**src/jtl_pkg.sv**
```systemverilog
// Shared types and constants for the JSON token lexer.
package jtl_pkg;

	// Largest document size supported, in bytes
	localparam int MAX_DOC_BYTES = 65536;
	localparam int POS_LIMIT_INT = (MAX_DOC_BYTES < 65536) ? MAX_DOC_BYTES : 65536;
	localparam logic [16:0] POS_LIMIT = 17'(POS_LIMIT_INT);
	localparam logic [15:0] POS_LAST  = 16'(POS_LIMIT_INT - 1);
	localparam logic [15:0] POS_SAT   = 16'hFFFF;

	// Token kinds
	localparam logic [3:0] K_LBRACE   = 4'd0;
	localparam logic [3:0] K_RBRACE   = 4'd1;
	localparam logic [3:0] K_LBRACKET = 4'd2;
	localparam logic [3:0] K_RBRACKET = 4'd3;
	localparam logic [3:0] K_COMMA    = 4'd4;
	localparam logic [3:0] K_COLON    = 4'd5;
	localparam logic [3:0] K_STRING   = 4'd6;
	localparam logic [3:0] K_NUMBER   = 4'd7;
	localparam logic [3:0] K_END      = 4'd8;
	localparam logic [3:0] K_ERROR    = 4'd9;

	// Error codes
	localparam logic [2:0] E_NONE       = 3'd0;
	localparam logic [2:0] E_BAD_ESCAPE = 3'd1;
	localparam logic [2:0] E_END_STRING = 3'd2;
	localparam logic [2:0] E_END_NUMBER = 3'd3;
	localparam logic [2:0] E_BAD_CHAR   = 3'd4;
	localparam logic [2:0] E_TOO_LONG   = 3'd5;

	// Lexer modes
	localparam logic [2:0] M_IDLE = 3'd0;
	localparam logic [2:0] M_STR  = 3'd1;
	localparam logic [2:0] M_ESC  = 3'd2;
	localparam logic [2:0] M_NUM  = 3'd3;
	localparam logic [2:0] M_SKIP = 3'd4;

	// Character constants
	localparam logic [7:0] C_LBRACE    = 8'h7B;
	localparam logic [7:0] C_RBRACE    = 8'h7D;
	localparam logic [7:0] C_LBRACKET  = 8'h5B;
	localparam logic [7:0] C_RBRACKET  = 8'h5D;
	localparam logic [7:0] C_COMMA     = 8'h2C;
	localparam logic [7:0] C_COLON     = 8'h3A;
	localparam logic [7:0] C_QUOTE     = 8'h22;
	localparam logic [7:0] C_BACKSLASH = 8'h5C;
	localparam logic [7:0] C_DOT       = 8'h2E;
	localparam logic [7:0] C_LOWER_E   = 8'h65;
	localparam logic [7:0] C_MINUS     = 8'h2D;
	localparam logic [7:0] C_SPACE     = 8'h20;
	localparam logic [7:0] C_TAB       = 8'h09;
	localparam logic [7:0] C_LF        = 8'h0A;
	localparam logic [7:0] C_CR        = 8'h0D;
	localparam logic [7:0] C_FF        = 8'h0C;
	localparam logic [7:0] C_ZERO      = 8'h30;
	localparam logic [7:0] C_NINE      = 8'h39;
	localparam logic [7:0] C_LOWER_B   = 8'h62;
	localparam logic [7:0] C_LOWER_F   = 8'h66;
	localparam logic [7:0] C_LOWER_N   = 8'h6E;
	localparam logic [7:0] C_LOWER_R   = 8'h72;
	localparam logic [7:0] C_LOWER_T   = 8'h74;

	localparam int MAX_RESULTS = 3;

	// One emitted token
	typedef struct packed {
		logic [3:0]  kind;
		logic [15:0] start;
		logic [16:0] length;
		logic [2:0]  err;
	} jtl_result_t;

	// All tokens caused by one input byte
	typedef struct packed {
		jtl_result_t [MAX_RESULTS-1:0] res;
		logic [1:0]                    count;
	} jtl_bundle_t;

endpackage

```
**src/jtl_lex_core.sv**
```systemverilog
// Input register, lexer state and per-byte token decode.
module jtl_lex_core (
	input  logic                 clk,
	input  logic                 arst_n,
	input  logic                 in_valid,
	output logic                 in_ready,
	input  logic [7:0]           in_byte,
	input  logic                 doc_last,
	input  logic                 buf_free,
	output logic                 bundle_load,
	output jtl_pkg::jtl_bundle_t bundle
);

	logic        valid_s1;
	logic [7:0]  byte_s1;
	logic        last_s1;

	logic [2:0]  mode_q;
	logic [16:0] pos_q;
	logic [15:0] tok_start_q;

	logic [2:0]  mode_d;
	logic [16:0] pos_d;
	logic [15:0] tok_start_d;
	logic        advance;

	logic        is_punct;
	logic [3:0]  punct_kind;
	logic        is_ws;
	logic        is_digit;
	logic        is_num_start;
	logic        is_num_cont;
	logic        is_esc;

	jtl_pkg::jtl_bundle_t bnd;

	// Character classes of the registered byte
	always_comb begin
		is_punct   = 1'b1;
		punct_kind = jtl_pkg::K_LBRACE;
		case (byte_s1)
			jtl_pkg::C_LBRACE:   punct_kind = jtl_pkg::K_LBRACE;
			jtl_pkg::C_RBRACE:   punct_kind = jtl_pkg::K_RBRACE;
			jtl_pkg::C_LBRACKET: punct_kind = jtl_pkg::K_LBRACKET;
			jtl_pkg::C_RBRACKET: punct_kind = jtl_pkg::K_RBRACKET;
			jtl_pkg::C_COMMA:    punct_kind = jtl_pkg::K_COMMA;
			jtl_pkg::C_COLON:    punct_kind = jtl_pkg::K_COLON;
			default:             is_punct = 1'b0;
		endcase
	end

	assign is_ws = (byte_s1 == jtl_pkg::C_SPACE) || (byte_s1 == jtl_pkg::C_TAB)
		|| (byte_s1 == jtl_pkg::C_LF) || (byte_s1 == jtl_pkg::C_CR)
		|| (byte_s1 == jtl_pkg::C_FF);
	assign is_digit     = (byte_s1 >= jtl_pkg::C_ZERO) && (byte_s1 <= jtl_pkg::C_NINE);
	assign is_num_start = is_digit || (byte_s1 == jtl_pkg::C_MINUS);
	assign is_num_cont  = is_digit || (byte_s1 == jtl_pkg::C_DOT)
		|| (byte_s1 == jtl_pkg::C_LOWER_E);
	assign is_esc = (byte_s1 == jtl_pkg::C_LOWER_B) || (byte_s1 == jtl_pkg::C_LOWER_F)
		|| (byte_s1 == jtl_pkg::C_LOWER_N) || (byte_s1 == jtl_pkg::C_LOWER_R)
		|| (byte_s1 == jtl_pkg::C_LOWER_T) || (byte_s1 == jtl_pkg::C_QUOTE)
		|| (byte_s1 == jtl_pkg::C_BACKSLASH);

	// Token decode and next state for one byte
	always_comb begin
		logic        err;
		logic        do_idle;
		logic [1:0]  n;
		logic [16:0] pos_inc;
		logic [15:0] end_pos;

		bnd         = '0;
		n           = 2'd0;
		err         = 1'b0;
		do_idle     = 1'b0;
		mode_d      = mode_q;
		pos_d       = pos_q;
		tok_start_d = tok_start_q;
		pos_inc     = pos_q + 17'd1;
		end_pos     = pos_inc[16] ? jtl_pkg::POS_SAT : pos_inc[15:0];

		if (mode_q == jtl_pkg::M_SKIP) begin
			if (last_s1) begin
				mode_d      = jtl_pkg::M_IDLE;
				pos_d       = '0;
				tok_start_d = '0;
			end
		end else begin
			if (pos_q >= jtl_pkg::POS_LIMIT) begin
				bnd.res[n] = '{jtl_pkg::K_ERROR, jtl_pkg::POS_LAST, 17'd0,
					jtl_pkg::E_TOO_LONG};
				n   = n + 2'd1;
				err = 1'b1;
			end else begin
				case (mode_q)
					jtl_pkg::M_STR: begin
						if (byte_s1 == jtl_pkg::C_QUOTE) begin
							bnd.res[n] = '{jtl_pkg::K_STRING, tok_start_q,
								pos_inc - {1'b0, tok_start_q}, jtl_pkg::E_NONE};
							n      = n + 2'd1;
							mode_d = jtl_pkg::M_IDLE;
						end else if (byte_s1 == jtl_pkg::C_BACKSLASH) begin
							mode_d = jtl_pkg::M_ESC;
						end
					end
					jtl_pkg::M_ESC: begin
						if (is_esc) begin
							mode_d = jtl_pkg::M_STR;
						end else begin
							bnd.res[n] = '{jtl_pkg::K_ERROR, pos_q[15:0], 17'd0,
								jtl_pkg::E_BAD_ESCAPE};
							n   = n + 2'd1;
							err = 1'b1;
						end
					end
					jtl_pkg::M_NUM: begin
						if (!is_num_cont) begin
							bnd.res[n] = '{jtl_pkg::K_NUMBER, tok_start_q,
								pos_q - {1'b0, tok_start_q}, jtl_pkg::E_NONE};
							n       = n + 2'd1;
							mode_d  = jtl_pkg::M_IDLE;
							do_idle = 1'b1;
						end
					end
					default: begin
						mode_d  = jtl_pkg::M_IDLE;
						do_idle = 1'b1;
					end
				endcase

				// Byte seen outside any open token
				if (do_idle) begin
					if (is_punct) begin
						bnd.res[n] = '{punct_kind, pos_q[15:0], 17'd1, jtl_pkg::E_NONE};
						n = n + 2'd1;
					end else if (byte_s1 == jtl_pkg::C_QUOTE) begin
						mode_d      = jtl_pkg::M_STR;
						tok_start_d = pos_q[15:0];
					end else if (is_ws) begin
						mode_d = jtl_pkg::M_IDLE;
					end else if (is_num_start) begin
						mode_d      = jtl_pkg::M_NUM;
						tok_start_d = pos_q[15:0];
					end else begin
						bnd.res[n] = '{jtl_pkg::K_ERROR, pos_q[15:0], 17'd0,
							jtl_pkg::E_BAD_CHAR};
						n   = n + 2'd1;
						err = 1'b1;
					end
				end
			end

			// Error handling and end of document
			if (err) begin
				if (last_s1) begin
					mode_d      = jtl_pkg::M_IDLE;
					pos_d       = '0;
					tok_start_d = '0;
				end else begin
					mode_d = jtl_pkg::M_SKIP;
				end
			end else begin
				pos_d = pos_inc;
				if (last_s1) begin
					if ((mode_d == jtl_pkg::M_STR) || (mode_d == jtl_pkg::M_ESC)) begin
						bnd.res[n] = '{jtl_pkg::K_ERROR, end_pos, 17'd0,
							jtl_pkg::E_END_STRING};
					end else if (mode_d == jtl_pkg::M_NUM) begin
						bnd.res[n] = '{jtl_pkg::K_ERROR, end_pos, 17'd0,
							jtl_pkg::E_END_NUMBER};
					end else begin
						bnd.res[n] = '{jtl_pkg::K_END, end_pos, 17'd0, jtl_pkg::E_NONE};
					end
					n           = n + 2'd1;
					mode_d      = jtl_pkg::M_IDLE;
					pos_d       = '0;
					tok_start_d = '0;
				end
			end
		end
		bnd.count = n;
	end

	// A byte with no tokens never waits for the result buffer
	assign advance     = valid_s1 && ((bnd.count == 2'd0) || buf_free);
	assign bundle_load = advance && (bnd.count != 2'd0);
	assign bundle      = bnd;
	assign in_ready    = !valid_s1 || advance;

	// Input register
	always_ff @(posedge clk or negedge arst_n) begin
		if (!arst_n) begin
			valid_s1 <= 1'b0;
		end else if (in_ready) begin
			valid_s1 <= in_valid;
		end
	end

	always_ff @(posedge clk) begin
		if (in_ready && in_valid) begin
			byte_s1 <= in_byte;
			last_s1 <= doc_last;
		end
	end

	// Lexer state
	always_ff @(posedge clk or negedge arst_n) begin
		if (!arst_n) begin
			mode_q      <= jtl_pkg::M_IDLE;
			pos_q       <= '0;
			tok_start_q <= '0;
		end else if (advance) begin
			mode_q      <= mode_d;
			pos_q       <= pos_d;
			tok_start_q <= tok_start_d;
		end
	end

endmodule

```
**src/jtl_out_buf.sv**
```systemverilog
// Result register holding one byte's tokens and sending them one per cycle while out_ready is high.
module jtl_out_buf (
	input  logic                 clk,
	input  logic                 arst_n,
	input  logic                 load,
	input  jtl_pkg::jtl_bundle_t bundle,
	output logic                 free,
	output logic                 out_valid,
	input  logic                 out_ready,
	output jtl_pkg::jtl_result_t result,
	output logic                 last
);

	jtl_pkg::jtl_result_t [jtl_pkg::MAX_RESULTS-1:0] res_q;
	logic [1:0] count_q;
	logic [1:0] idx_q;
	logic [1:0] idx_inc;

	assign idx_inc   = idx_q + 2'd1;
	assign out_valid = (idx_q != count_q);
	assign last      = (idx_inc == count_q);
	assign result    = res_q[idx_q];
	assign free      = !out_valid || (out_ready && last);

	// Transaction counter within the held bundle
	always_ff @(posedge clk or negedge arst_n) begin
		if (!arst_n) begin
			count_q <= '0;
			idx_q   <= '0;
		end else if (load) begin
			count_q <= bundle.count;
			idx_q   <= '0;
		end else if (out_valid && out_ready) begin
			idx_q <= idx_inc;
		end
	end

	always_ff @(posedge clk) begin
		if (load) begin
			res_q <= bundle.res;
		end
	end

endmodule

```
**src/json_token_lexer.sv**
```systemverilog
// JSON token lexer: input register, lexer decode and result buffer.
// A token passes from the input register through the lexer decode into the result buffer.
// Throughput: one byte per cycle while out_ready is high; after a byte giving two or three
// tokens, the next byte that gives tokens waits while the result buffer drains.
// Reset (arst_n low, asynchronous): idle mode, offset 0, input and result stages empty.
module json_token_lexer (
	input  logic        clk,
	input  logic        arst_n,
	input  logic        in_valid,
	output logic        in_ready,
	input  logic [7:0]  in_byte,
	input  logic        doc_last,
	output logic        out_valid,
	input  logic        out_ready,
	output logic [3:0]  token_kind,
	output logic [15:0] token_start,
	output logic [16:0] token_length,
	output logic [2:0]  error_code,
	output logic        run_last
);

	jtl_pkg::jtl_bundle_t bundle;
	jtl_pkg::jtl_result_t result;
	logic                 bundle_load;
	logic                 buf_free;

	jtl_lex_core u_core (
		.clk         (clk),
		.arst_n      (arst_n),
		.in_valid    (in_valid),
		.in_ready    (in_ready),
		.in_byte     (in_byte),
		.doc_last    (doc_last),
		.buf_free    (buf_free),
		.bundle_load (bundle_load),
		.bundle      (bundle)
	);

	jtl_out_buf u_out (
		.clk       (clk),
		.arst_n    (arst_n),
		.load      (bundle_load),
		.bundle    (bundle),
		.free      (buf_free),
		.out_valid (out_valid),
		.out_ready (out_ready),
		.result    (result),
		.last      (run_last)
	);

	assign token_kind   = result.kind;
	assign token_start  = result.start;
	assign token_length = result.length;
	assign error_code   = result.err;

endmodule
```
**config.mk**
```make
export PLATFORM = sky130hd
export DESIGN_NAME = json_token_lexer
export DESIGN_NICKNAME = d
export VERILOG_FILES = /design/src/jtl_pkg.sv /design/src/jtl_lex_core.sv /design/src/jtl_out_buf.sv /design/src/json_token_lexer.sv
export SDC_FILE = /design/constraint.sdc
export NUM_CORES = 1
export LEC_CHECK = 0
export ABC_AREA = 1
export BUFFER_PORTS_ARGS = -buffer_cell sky130_fd_sc_hd__buf_2
export CORE_ASPECT_RATIO = 0.8
export CORE_UTILIZATION = 40
export CTS_CLUSTER_SIZE = 8
export DETAILED_ROUTE_END_ITERATION = 8
export GPL_TIMING_DRIVEN = 0
export HOLD_SLACK_MARGIN = 0.08
export SLEW_MARGIN = 5
export SYNTH_ARGS = -nofsm -noshare
export SYNTH_HDL_FRONTEND = slang
export SYNTH_HIERARCHICAL = 1
export SYNTH_SLANG_ARGS = --single-unit
export TNS_END_PERCENT = 1
```
**constraint.sdc**
```tcl
create_clock -name clk -period 6.9 [get_ports clk]
set_input_delay 1.38 -clock clk [delete_from_list [all_inputs] [get_ports clk]]
set_output_delay 1.38 -clock clk [all_outputs]
set_load 0.01 [all_outputs]
```
==> qor.csv, run 1 <==
metric;value;unit
Layout area overhead;13.58;%
average size of a mapped cell;8.729;µm²
crit path kind;reg2out;
most common cell in the netlist;nand2_1;
CP bufs+invs;4;
Worst-Skew Late Latency;440;ps
Reg clk slew, reported paths;80;ps
worst path cell trace;inv_1, nand2_1, nor2_1, nand4_1, nand3_1, inv_1, ha_1, inv_1, nor2_1, nor2_1, nand2_1, nand3_2, ha_1, nand2_1, nand3_2, nand2_4, nand3_1, buf_2;
Die Area;28850;µm²
Ys Warns;6;
CP required;5520;ps
antenna violations before repair;0;
mapped cell area;11270;µm²
fmax;193.1;MHz
Worst Setup Start Kind;flip-flop;
Total Wirelength;32400;µm
Pleak;5.463;nW
H-tree levels;4;
DR WL/cell;18.22;µm
Synth top cells by count;195 x nand2_1, 186 x nor2_1, 129 x edfxtp_1, 120 x inv_1, 89 x nand3_1;
RSZ-0062 raised after global routing;no;
postcts setup bufs;0;
CP Max Fanout;5;
row count;54;
total congestion overflow;0;
Initial Util;0.4098;
outcome;completed;
Worst Tran Pin Value;1009;ps
Total Neg Setup Slack;0;ps
CTS buffer count;17;
Via density;5.379;
pwr/cell area;442.8;nW/µm²
Die Wd;189.7;µm
die height;152.1;µm
maximum vdd drop;0.0003102;V
hold_ws;522.4;ps
CTS tree;done;
I/O Pins;56;
synthesized flop and latch total;170;
clk_skew;18.47;ps
Netlist cell types;54;
Hold-fix buffers, CTS;0;
worst hold path class;reg2reg;
number of global-route vias before repair;8863;
largest cells by area after synthesis;edfxtp_1 34%, dfrtp_1 9.1%, nand2_1 6.5%;
Placer Congestion;0.9805;
nets@finish;1455;
layout cells sized above 1;0.2093;
fin crit share;0.7506;
clock sinks;170;
largest net degree at the start of global routing;103;
Post-synth EDFFs;129;
CTS Buffer Depth;2;
core area;27500;µm²
Crit-path slowest cell;edfxtp_1;
DR pass1 iterations;5;
IO buf count;55;
sequential area share after synthesis;0.4348;
GR Util All Layers;0.2302;
Antenna Cells;0;
Yosys top cell area share;0.3437;
CP top delay family;simple AND/OR/NAND/NOR gates;
final number of setup-violating endpoints;0;
drc violations;0;
cts repair resizes;0;
Root Buffer;clkbuf_16;
first-pass GRT wire length;51070;µm
final core occ;0.4655;
Worst setup EP type;output pin;
asr flop ratio synth;0.2412;
Slowest Stage Delay on Critical Path;450;ps
Top FF cell, synth;edfxtp_1;
headroom to the max-slew limit;0.3276;
fin crit period;5179;ps
total of max-cap violations;0;
Syn Inst Count;1291;
HPWL after DPL;24860;µm
Worst EP arrival;3800;ps
Vias;9563;
Pins Over Slew Limit;0;
Fin. Hold Viols;0;
ANT nets after route;0;
1st-iter DRT viols;1048;
dominant cell type by area after synthesis;edfxtp_1;
power breakdown:
| part | internal [mW] | total, mW | switching [mW] |
|---|---|---|---|
| Combinational | 0.932 | 2.84 | 1.91 |
| Clock | 0.527 | 1.01 | 0.481 |
| Sequential | 1.66 | 1.82 | 0.163 |
per-stage QoR:
| stage | cell area, µm² | instances | power (mW) | setup slack [ps] |
|---|---|---|---|---|
| CTS | 12800 | 1778 | 5.667 | 1659 |
| global route | 12800 | 1778 | 6.050 | 1418 |
| floorplan | 11400 | 1326 | 3.831 | 899.2 |
| global placement | 12130 | 1745 | 4.673 | -985.7 |
| detailed placement | 12160 | 1746 | 4.655 | 2140 |
| finish | 12800 | 1778 | 5.668 | 1721 |
layout by cell type (no fill, tap or decap), types with 11 or more instances in the layout:
cell / count
o22ai_1: 26
nand4_1: 12
ha_1: 39
o2111ai_1: 17
buf_2: 76
dfrtp_1: 41
a21oi_1: 57
inv_2: 13
nor2_4: 11
o21ai_0: 53
o21ai_2: 11
nor2_1: 186
inv_1: 119
nand2_1: 195
o31ai_2: 39
a221oi_1: 16
conb_1: 36
edfxtp_1: 129
buf_4: 39
nand2_2: 25
nor3_1: 13
nand3_1: 89
clkbuf_1: 16
clkbuf_16: 17
o21ai_1: 12
a22oi_1: 15
sequential cells by signal (all words and copies together) (netlist names):
register,count
u_core/valid_s1,1
u_core/pos_q,17
u_core/byte_s1,8
u_core/mode_q,3
u_core/last_s1,1
u_core/tok_start_q,16
u_out/res_q,120
u_out/idx_q,2
u_out/count_q,2
final timing paths:
path | from | endpoint | slack (ps) | cells after the start
setup / recovery | u_core/byte_s1[4]$_DFFE_PP_ | in_ready | 1720 | 18
hold / removal | u_core/tok_start_q[8]$_DFFE_PN0P_ | u_core/tok_start_q[8]$_DFFE_PN0P_ | 520 | 2
setup reg to reg | u_core/byte_s1[4]$_DFFE_PP_ | u_out/idx_q[0]$_DFFE_PN0P_ | 2170 | 26
hold reg to reg | u_core/tok_start_q[8]$_DFFE_PN0P_ | u_core/tok_start_q[8]$_DFFE_PN0P_ | 520 | 2
max in group asynchronous | arst_n | u_core/pos_q[2]$_DFFE_PN0P_ | 5150 | 1
min in group asynchronous | arst_n | u_core/pos_q[15]$_DFFE_PN0P_ | 1120 | 1
logic make-up after synthesis:
| logic type | count (synthesis) | share of synthesized area |
|---|---|---|
| DFF | 170 | 0.4348 |
| buffers and inverters | 224 | 0.09781 |
| AOI/OAI and AO/OA | 271 | 0.1740 |
| other | 1 | 0.0003328 |
| xor gates and xnor gates | 14 | 0.01088 |
| adders and majority gates | 41 | 0.04685 |
| and+or+nand+nor | 570 | 0.2354 |
tightest hold or removal path, cell delays in order (launching register included):
cell and delay [ps]:
dfrtp_1 390, nand2_2 60, nand2_1 50
layout make-up:
type                       count  area [µm²]
clock inverter                15       210.2
sequential                   170        4900
buffer                        88       589.3
multi-input combinational    932        5399
tap                          364       455.4
fill                        2660       14700
timing repair buffer          56       302.8
clock buffer                  17       425.4
inverter                     136       518.0
layer usage:
| layer | global-route usage | routed length [µm] | up-vias |
|---|---|---|---|
| met1 | 0.3497 | 15610 | 4518 |
| li1 | - | - | 4642 |
| met4 | 0.05645 | 550 | 0 |
| met2 | 0.3300 | 13510 | 367 |
| met3 | 0.04790 | 2734 | 36 |
| met5 | 0 | 0 | - |
Power figures use the tool's default switching activity.
==> run 2: changes to the inputs <==
--- a/config.mk
+++ b/config.mk
@@ -5,7 +5,7 @@
 export SDC_FILE = /design/constraint.sdc
 export NUM_CORES = 1
 export LEC_CHECK = 0
-export ABC_AREA = 1
+export ABC_AREA = 0
 export BUFFER_PORTS_ARGS = -buffer_cell sky130_fd_sc_hd__buf_2
 export CORE_ASPECT_RATIO = 0.8
 export CORE_UTILIZATION = 40
==> constraint.sdc (replaced) <==
create_clock -name clk -period 4.7 [get_ports clk]
set_input_delay 0.94 -clock clk [delete_from_list [all_inputs] [get_ports clk]]
set_output_delay 0.94 -clock clk [all_outputs]
set_load 0.01 [all_outputs]
==> run 2 against run 1 <==
The flow now finishes with violations (negative setup slack). Sequential share of layout area grew 0.70 points. Die area fell by 4.2%. Critical path depth decreased by 3. Clock power rose by 32%. Critical path type unchanged. Critical endpoint unchanged.
==> qor.csv, run 2 <==
metric;value;unit;change
outcome;complete, but fails checks;;was completed
violated checks;negative setup slack;;
mapped cell area;10790;µm²;was 11270 µm²
GR Util All Layers;0.2231;;was 0.2302
die height;148.9;µm;was 152.1 µm
CTS buffer count;17;;unchanged
Total Wirelength;30810;µm;was 32400 µm
RSZ-0062 raised after global routing;yes;;was no
largest cells by area after synthesis;edfxtp_1 36%, dfrtp_1 9.5%, ha_1 4.5%;;was edfxtp_1 34%, dfrtp_1 9.1%, nand2_1 6.5%
largest net degree at the start of global routing;42;;was 103
first-pass GRT wire length;46220;µm;was 51070 µm
Worst setup EP type;output pin;;unchanged
FF-to-FF Start;u_core/byte_s1[6]$_DFFE_PP_;;was u_core/byte_s1[4]$_DFFE_PP_
Worst Tran Pin Value;1037;ps;was 1009 ps
total congestion overflow;0;;unchanged
Worst-Skew Late Latency;440;ps;about the same
row count;53;;was 54
worst hold path class;reg2reg;;unchanged
Worst Reg-to-Reg Cells;17;;was 26
Synth top cells by count;129 x edfxtp_1, 119 x nand2_1, 89 x o21ai_0, 86 x nor2_1, 65 x a21oi_1;;was 195 x nand2_1, 186 x nor2_1, 129 x edfxtp_1, 120 x inv_1, 89 x nand3_1
fin crit period;4722;ps;
core area;26390;µm²;was 27500 µm²
clk_skew;12.23;ps;was 18.47 ps
Ys Warns;6;;unchanged
drc violations;0;;unchanged
register name with the most flops;u_out/res_q;;unchanged
Top FF cell, synth;edfxtp_1;;unchanged
asr flop ratio synth;0.2412;;unchanged
crit path kind;reg2out;;unchanged
antenna violations before repair;0;;unchanged
1st-iter DRT viols;944;;was 1048
Vias;8979;;was 9563
Synth Area in Compound Gates;0.1871;;was 0.1740
clock sinks;170;;unchanged
Die Area;27650;µm²;was 28850 µm²
HPWL after DPL;22640;µm;was 24860 µm
setup slack after layout;-22.36;ps;was 1721 ps
hold_ws;569.1;ps;was 522.4 ps
synthesized flop and latch total;170;;unchanged
Post-synth EDFFs;129;;unchanged
maximum vdd drop;0.0003303;V;was 0.0003102 V
I/O Pins;56;;unchanged
Antenna Cells;0;;unchanged
fin area;12570;µm²;was 12800 µm²
Pleak;4.929;nW;was 5.463 nW
Regs by FF count;u_out/res_q (120), u_core/pos_q (17), u_core/tok_start_q (16);;unchanged
CP required;3760;ps;was 5520 ps
CP bufs+invs;4;;unchanged
Initial Util;0.4089;;was 0.4098
multiplexer share of the synthesized area;0.04382;;was 0
Worst EP arrival;3780;ps;was 3800 ps
CTS tree;done;;unchanged
commonest non-fill, non-tap cell in the layout;edfxtp_1;;was nand2_1
Adder-Cell Fraction of Synth Area;0.04892;;was 0.04685
DR WL/cell;19.06;µm;was 18.22 µm
Fin. Hold Viols;0;;unchanged
Worst path depth;15;;was 18
Critical Path End;in_ready;;unchanged
total of max-cap violations;0;;unchanged
Yosys top cell area share;0.3589;;was 0.3437
RR Endpoint;u_out/res_q[13]$_DFFE_PP_;;was u_out/idx_q[0]$_DFFE_PN0P_
ANT nets after route;0;;unchanged
nets@finish;1300;;was 1455
XOR/XNOR share of the synthesized area;0.03744;;was 0.01088
worst path cell trace;or2_1, buf_6, o41a_1, a31o_1, buf_6, a21oi_4, inv_2, ha_2, and3_4, a22oi_2, ha_1, and3_4, nor2_4, nand3_4, buf_6;;was inv_1, nand2_1, nor2_1, nand4_1, nand3_1, inv_1, ha_1, inv_1, nor2_1, nor2_1, nand2_1, nand3_2, ha_1, nand2_1, nand3_2, nand2_4, nand3_1, buf_2
Placer Congestion;0.9018;;was 0.9805
fin crit share;1.005;;
Layout area overhead;16.46;%;was 13.58%
final number of setup-violating endpoints;1;;was 0
CP most frequent cell;buf_6;;
Syn Inst Count;1113;;was 1291
fmax;211.8;MHz;
final core occ;0.4762;;was 0.4655
pwr/cell area;558.5;nW/µm²;was 442.8 nW/µm²
H-tree levels;4;;unchanged
Crit. Startpoint;u_core/byte_s1[6]$_DFFE_PP_;;was u_core/byte_s1[4]$_DFFE_PP_
Crit-path slowest cell;o41a_1;;was edfxtp_1
Via density;5.556;;was 5.379
layout cells sized above 1;0.1747;;was 0.2093
IO buf count;55;;unchanged
Slowest Stage Delay on Critical Path;440;ps;was 450 ps
Pins Over Slew Limit;0;;unchanged
Area after DPL;11770;µm²;was 12160 µm²
CTS Buffer Depth;2;;unchanged
max FFs per register;120;;unchanged
Root Buffer;clkbuf_16;;unchanged
Post-Synth Simple-Gate Area;0.1552;;was 0.2354
CP top delay family;compound AO/OA/AOI/OAI gates;;was simple AND/OR/NAND/NOR gates
Netlist cell types;77;;was 54
number of global-route vias before repair;8037;;was 8863
Reg clk slew, reported paths;60;ps;was 80 ps
most frequent cells in the layout;129 x edfxtp_1, 119 x nand2_1, 88 x o21ai_0, 84 x nor2_1;;was 195 x nand2_1, 186 x nor2_1, 129 x edfxtp_1, 119 x inv_1, 89 x nand3_1
average size of a mapped cell;9.697;µm²;was 8.729 µm²
most common cell in the netlist;edfxtp_1;;was nand2_1
Die Wd;185.7;µm;was 189.7 µm
dominant cell type by area after synthesis;edfxtp_1;;unchanged
r2r setup slk;190;ps;was 2170 ps
headroom to the max-slew limit;0.3087;;was 0.3276
largest family of logic cells by synthesized area;compound AO/OA/AOI/OAI gates;;was simple AND/OR/NAND/NOR gates
Worst Setup Start Kind;flip-flop;;unchanged
DR pass1 iterations;5;;unchanged
CP Max Fanout;10;;was 5
sequential area share after synthesis;0.4540;;was 0.4348
==> run 2: cell count changes after synthesis, sizes merged, moves of 16 or more <==
| cell | before | now |
|---|---|---|
| nor2 | 206 | 86 |
| nand2 | 225 | 119 |
| inv | 134 | 40 |
| nand3 | 97 | 36 |
| mux2i | 0 | 45 |
| clkbuf | 16 | 53 |
| o21ai | 76 | 111 |
| o31ai | 43 | 10 |
| xnor2 | 4 | 28 |
| o22ai | 26 | 5 |
| a211oi | 1 | 17 |
| o2111ai | 17 | 1 |
==> run 2: cell type report <==
class,count,area (µm²)
plain buffers,111,659.4
inverters,40,150.1
repair buffers,78,489.2
fillers,2511,13820
multi-input cells,828,5380
clock inverters,14,115.1
flip-flops and latches,170,4900
well taps,357,446.7
clock buffers,18,429.2
==> run 2: report_power, final <==
part | switching, mW | internal (mW) | total, mW
Clock | 0.637 | 0.689 | 1.33
Sequential | 0.176 | 2.34 | 2.52
Combinational | 1.97 | 1.21 | 3.18
==> run 2: tightest hold or removal path, delay by kind of cell (launching register included) <==
kind               cells  cell delay, ps
AOI/OAI and AO/OA      2             130
DFF                    1             400
==> run 2: per-stage QoR <==
stage          setup slack (ps)  std cells  power [mW]  TNS [ps]
2_1_floorplan            -678.8       1148       4.579    -66990
3_3_place_gp              -1971       1560       5.500   -228470
3_5_place_dp             -396.8       1563       5.570    -23290
4_1_cts                  -32.29       1602       6.955    -32.29
5_1_grt                  -139.8       1616       7.432    -139.8
6_report                 -22.36       1616       7.020    -22.36
==> run 2: metal layers <==
layer  vias up  share of wire  track usage
li1       4253              -            -
met1      4299           0.48       0.3342
met2       393           0.42       0.3142
met3        34          0.092      0.06055
met4         0          0.014      0.05615
met5         -              0            0
==> run 2: how the worst min path moves through the flow <==
| stage | start | end | slack, ps | cells past startpoint |
|---|---|---|---|---|
| after floorplan | u_core/tok_start_q[15]$_DFFE_PN0P_ | u_core/tok_start_q[15]$_DFFE_PN0P_ | 500 | 2 |
| after global placement | u_core/tok_start_q[12]$_DFFE_PN0P_ | u_core/tok_start_q[12]$_DFFE_PN0P_ | 560 | 2 |
| after detailed placement | u_core/tok_start_q[13]$_DFFE_PN0P_ | u_core/tok_start_q[13]$_DFFE_PN0P_ | 550 | 2 |
| after CTS | u_core/tok_start_q[13]$_DFFE_PN0P_ | u_core/tok_start_q[13]$_DFFE_PN0P_ | 560 | 2 |
| after global routing | u_core/tok_start_q[13]$_DFFE_PN0P_ | u_core/tok_start_q[13]$_DFFE_PN0P_ | 590 | 2 |
| final | u_core/tok_start_q[13]$_DFFE_PN0P_ | u_core/tok_start_q[13]$_DFFE_PN0P_ | 570 | 2 |
==> run 2: logic make-up (layout without fill, tap and decap cells) <==
family                     count (synthesis)  count (layout)
and+or+nand+nor                          352             353
AOI/OAI and AO/OA                        307             307
DFF                                      170             170
buffers and inverters                    151             261
muxes                                     47              47
xor gates and xnor gates                  44              44
adders and majority gates                 41              41
other                                      1              36
==> run 2: timing repair <==
item | 4_1_cts | 5_1_grt
resized for setup | 7 | 21
buffers inserted | 6 | 13
gates cloned | 1 | 1
setup endpoints to repair | 101 | 41
hold buffers | 0 | 0
pin swaps | 5 | 9
==> run 3: changes to the inputs <==
--- a/config.mk
+++ b/config.mk
@@ -5,7 +5,7 @@
 export SDC_FILE = /design/constraint.sdc
 export NUM_CORES = 1
 export LEC_CHECK = 0
-export ABC_AREA = 0
+export ABC_AREA = 1
 export BUFFER_PORTS_ARGS = -buffer_cell sky130_fd_sc_hd__buf_2
 export CORE_ASPECT_RATIO = 0.8
 export CORE_UTILIZATION = 40
==> run 3 against run 2 <==
The run now ends clean. Non-clock buffer count shrank 38. Sequential power grew 6%. Via count grew 7.3%. Largest cell class unchanged.
==> qor.csv, run 3 (same netlist as run 1, synthesis figures left out) <==
metric;value;unit;change
Via density;5.395;;was 5.556
RSZ-0062 raised after global routing;no;;was yes
Worst Tran Pin Value;1021;ps;was 1037 ps
GR Util All Layers;0.2347;;was 0.2231
clock sinks;170;;unchanged
H-tree levels;4;;unchanged
HPWL after DPL;25210;µm;was 22640 µm
fin crit share;0.9389;;was 1.005
fin area;12910;µm²;was 12570 µm²
IO buf count;55;;unchanged
crit path kind;reg2out;;unchanged
I/O Pins;56;;unchanged
maximum vdd drop;0.0003017;V;was 0.0003303 V
final core occ;0.4694;;was 0.4762
Worst setup EP type;output pin;;unchanged
Regs by FF count;u_out/res_q (120), u_core/pos_q (17), u_core/tok_start_q (16);;unchanged
nets@finish;1463;;was 1300
Root Buffer;clkbuf_16;;unchanged
Worst EP arrival;3470;ps;was 3780 ps
CP Max Fanout;5;;was 10
Fin. Hold Viols;0;;unchanged
hold_ws;522.6;ps;was 569.1 ps
final number of setup-violating endpoints;0;;was 1
Die Wd;189.7;µm;was 185.7 µm
total congestion overflow;0;;unchanged
drc violations;0;;unchanged
layout cells sized above 1;0.2187;;was 0.1747
1st-iter DRT viols;1124;;was 944
max FFs per register;120;;unchanged
Total Wirelength;32960;µm;was 30810 µm
Total Neg Setup Slack;0;ps;was -22.36 ps
Reg clk slew, reported paths;70;ps;was 60 ps
Finished Layout Cells;1786;;was 1616
outcome;completed;;was complete, but fails checks
power share of the clock group;0.170;;was 0.189
Sw Share;0.4520;;was 0.3967
Pwr Total;8.361;mW;was 7.020 mW
fin crit period;4413;ps;was 4722 ps
Area after DPL;12250;µm²;was 11770 µm²
# fillers;2629;;was 2511
die height;152.1;µm;was 148.9 µm
antenna violations before repair;1;;was 0
Pleak;5.499;nW;was 4.929 nW
Initial Util;0.4098;;was 0.4089
Worst-Skew Late Latency;450;ps;was 440 ps
clk_skew;12.90;ps;was 12.23 ps
pwr/cell area;647.8;nW/µm²;was 558.5 nW/µm²
first-pass GRT wire length;51710;µm;was 46220 µm
register name with the most flops;u_out/res_q;;unchanged
Antenna Cells;0;;unchanged
row count;54;;was 53
CTS tree;done;;unchanged
total of max-cap violations;0;;unchanged
Hold-fix buffers, CTS;0;;unchanged
fmax;226.6;MHz;was 211.8 MHz
Worst Setup Start Kind;flip-flop;;unchanged
Layout area overhead;14.53;%;was 16.46%
Die Area;28850;µm²;was 27650 µm²
ANT nets after route;0;;unchanged
Post-Place Worst Slack;-271.1;ps;was -396.8 ps
commonest non-fill, non-tap cell in the layout;nand2_1;;was edfxtp_1
most frequent cells in the layout;193 x nand2_1, 184 x nor2_1, 129 x edfxtp_1, 118 x inv_1, 88 x nand3_1;;was 129 x edfxtp_1, 119 x nand2_1, 88 x o21ai_0, 84 x nor2_1
number of global-route vias before repair;8935;;was 8037
Comb pwr share;0.511;;was 0.453
P_int;4.582;mW;was 4.235 mW
worst hold path class;reg2reg;;unchanged
CTS buffer count;17;;unchanged
Placed Cells;1748;;was 1563
CTS Buffer Depth;2;;unchanged
core area;27500;µm²;was 26390 µm²
Vias;9636;;was 8979
Seq pwr share;0.320;;was 0.358
headroom to the max-slew limit;0.3195;;was 0.3087
Pins Over Slew Limit;0;;unchanged
CP required;3760;ps;about the same
Placer Congestion;0.9702;;was 0.9018
P_sw;3.779;mW;was 2.785 mW
DR WL/cell;18.45;µm;was 19.06 µm
largest net degree at the start of global routing;42;;unchanged
DR pass1 iterations;5;;unchanged
setup slack after layout;287.0;ps;was -22.36 ps
run 3: changes by cell type in the layout (fill, tap and decap cells not counted), sizes merged, moves of 33 or more:
cell and change:
nor2 +119, mux2i -45, clkbuf -37, nand3 +61, o31ai +33, nand2 +106, o21ai -35, inv +91
run 3: final timing paths:
check	from	to	slack (ps)	depth (start not counted)
max in group asynchronous	arst_n	u_core/pos_q[2]$_DFFE_PN0P_	3400	1
setup / recovery	u_core/byte_s1[4]$_DFFE_PP_	in_ready	290	18
hold reg to reg	u_core/tok_start_q[6]$_DFFE_PN0P_	u_core/tok_start_q[6]$_DFFE_PN0P_	520	2
min in group asynchronous	arst_n	u_core/pos_q[15]$_DFFE_PN0P_	670	1
hold / removal	u_core/tok_start_q[6]$_DFFE_PN0P_	u_core/tok_start_q[6]$_DFFE_PN0P_	520	2
setup reg to reg	u_core/byte_s1[4]$_DFFE_PP_	u_out/res_q[9]$_DFFE_PP_	340	25
run 3: critical path, stage by stage, from the launching register on:
cell	delay [ps]
edfxtp_1	450
inv_1	100
nand2_1	70
nor2_1	260
nand4_1	250
nand3_4	200
inv_4	60
ha_4	250
inv_1	30
nor2_1	90
nor2_1	50
nand2_1	100
nand3_2	100
ha_1	300
nand2_1	70
nand3_2	100
nand2_4	150
nand3_1	180
buf_2	200
run 3: layout make-up:
class,instances,area (µm²),area share
multi-input cells,932,5458,0.4228
flip-flops and latches,170,4900,0.3796
plain buffers,88,589.3,0.04566
inverters,136,521.8,0.04042
well taps,364,455.4,0.03528
clock buffers,17,425.4,0.03296
repair buffers,63,372.9,0.02889
clock inverters,15,180.2,0.01396
repair inverters,1,5.005,0.0003877
run 3: power by group through the flow:
stage | Sequential (mW) | Clock [mW] | Combinational [mW]
after floorplan | 2.68 | 0 | 2.94
after global placement | 2.78 | 0 | 4.04
after detailed placement | 2.71 | 0 | 4.21
after CTS | 2.67 | 1.44 | 4.23
after global routing | 2.74 | 1.51 | 4.67
final | 2.67 | 1.42 | 4.27
run 3: layer usage:
metal,vias to the layer above,wire length [µm],global-route usage
li1,4660,-,-
met1,4549,15700,0.3521
met2,383,13960,0.3379
met3,44,2599,0.04422
met4,0,690,0.07373
met5,-,0,0
run 3: repair_timing:
action | CTS | global route
setup buffers | 2 | 3
gates cloned | 1 | 0
setup endpoints to repair | 67 | 34
gates resized for setup | 0 | 2
pin swaps | 2 | 2
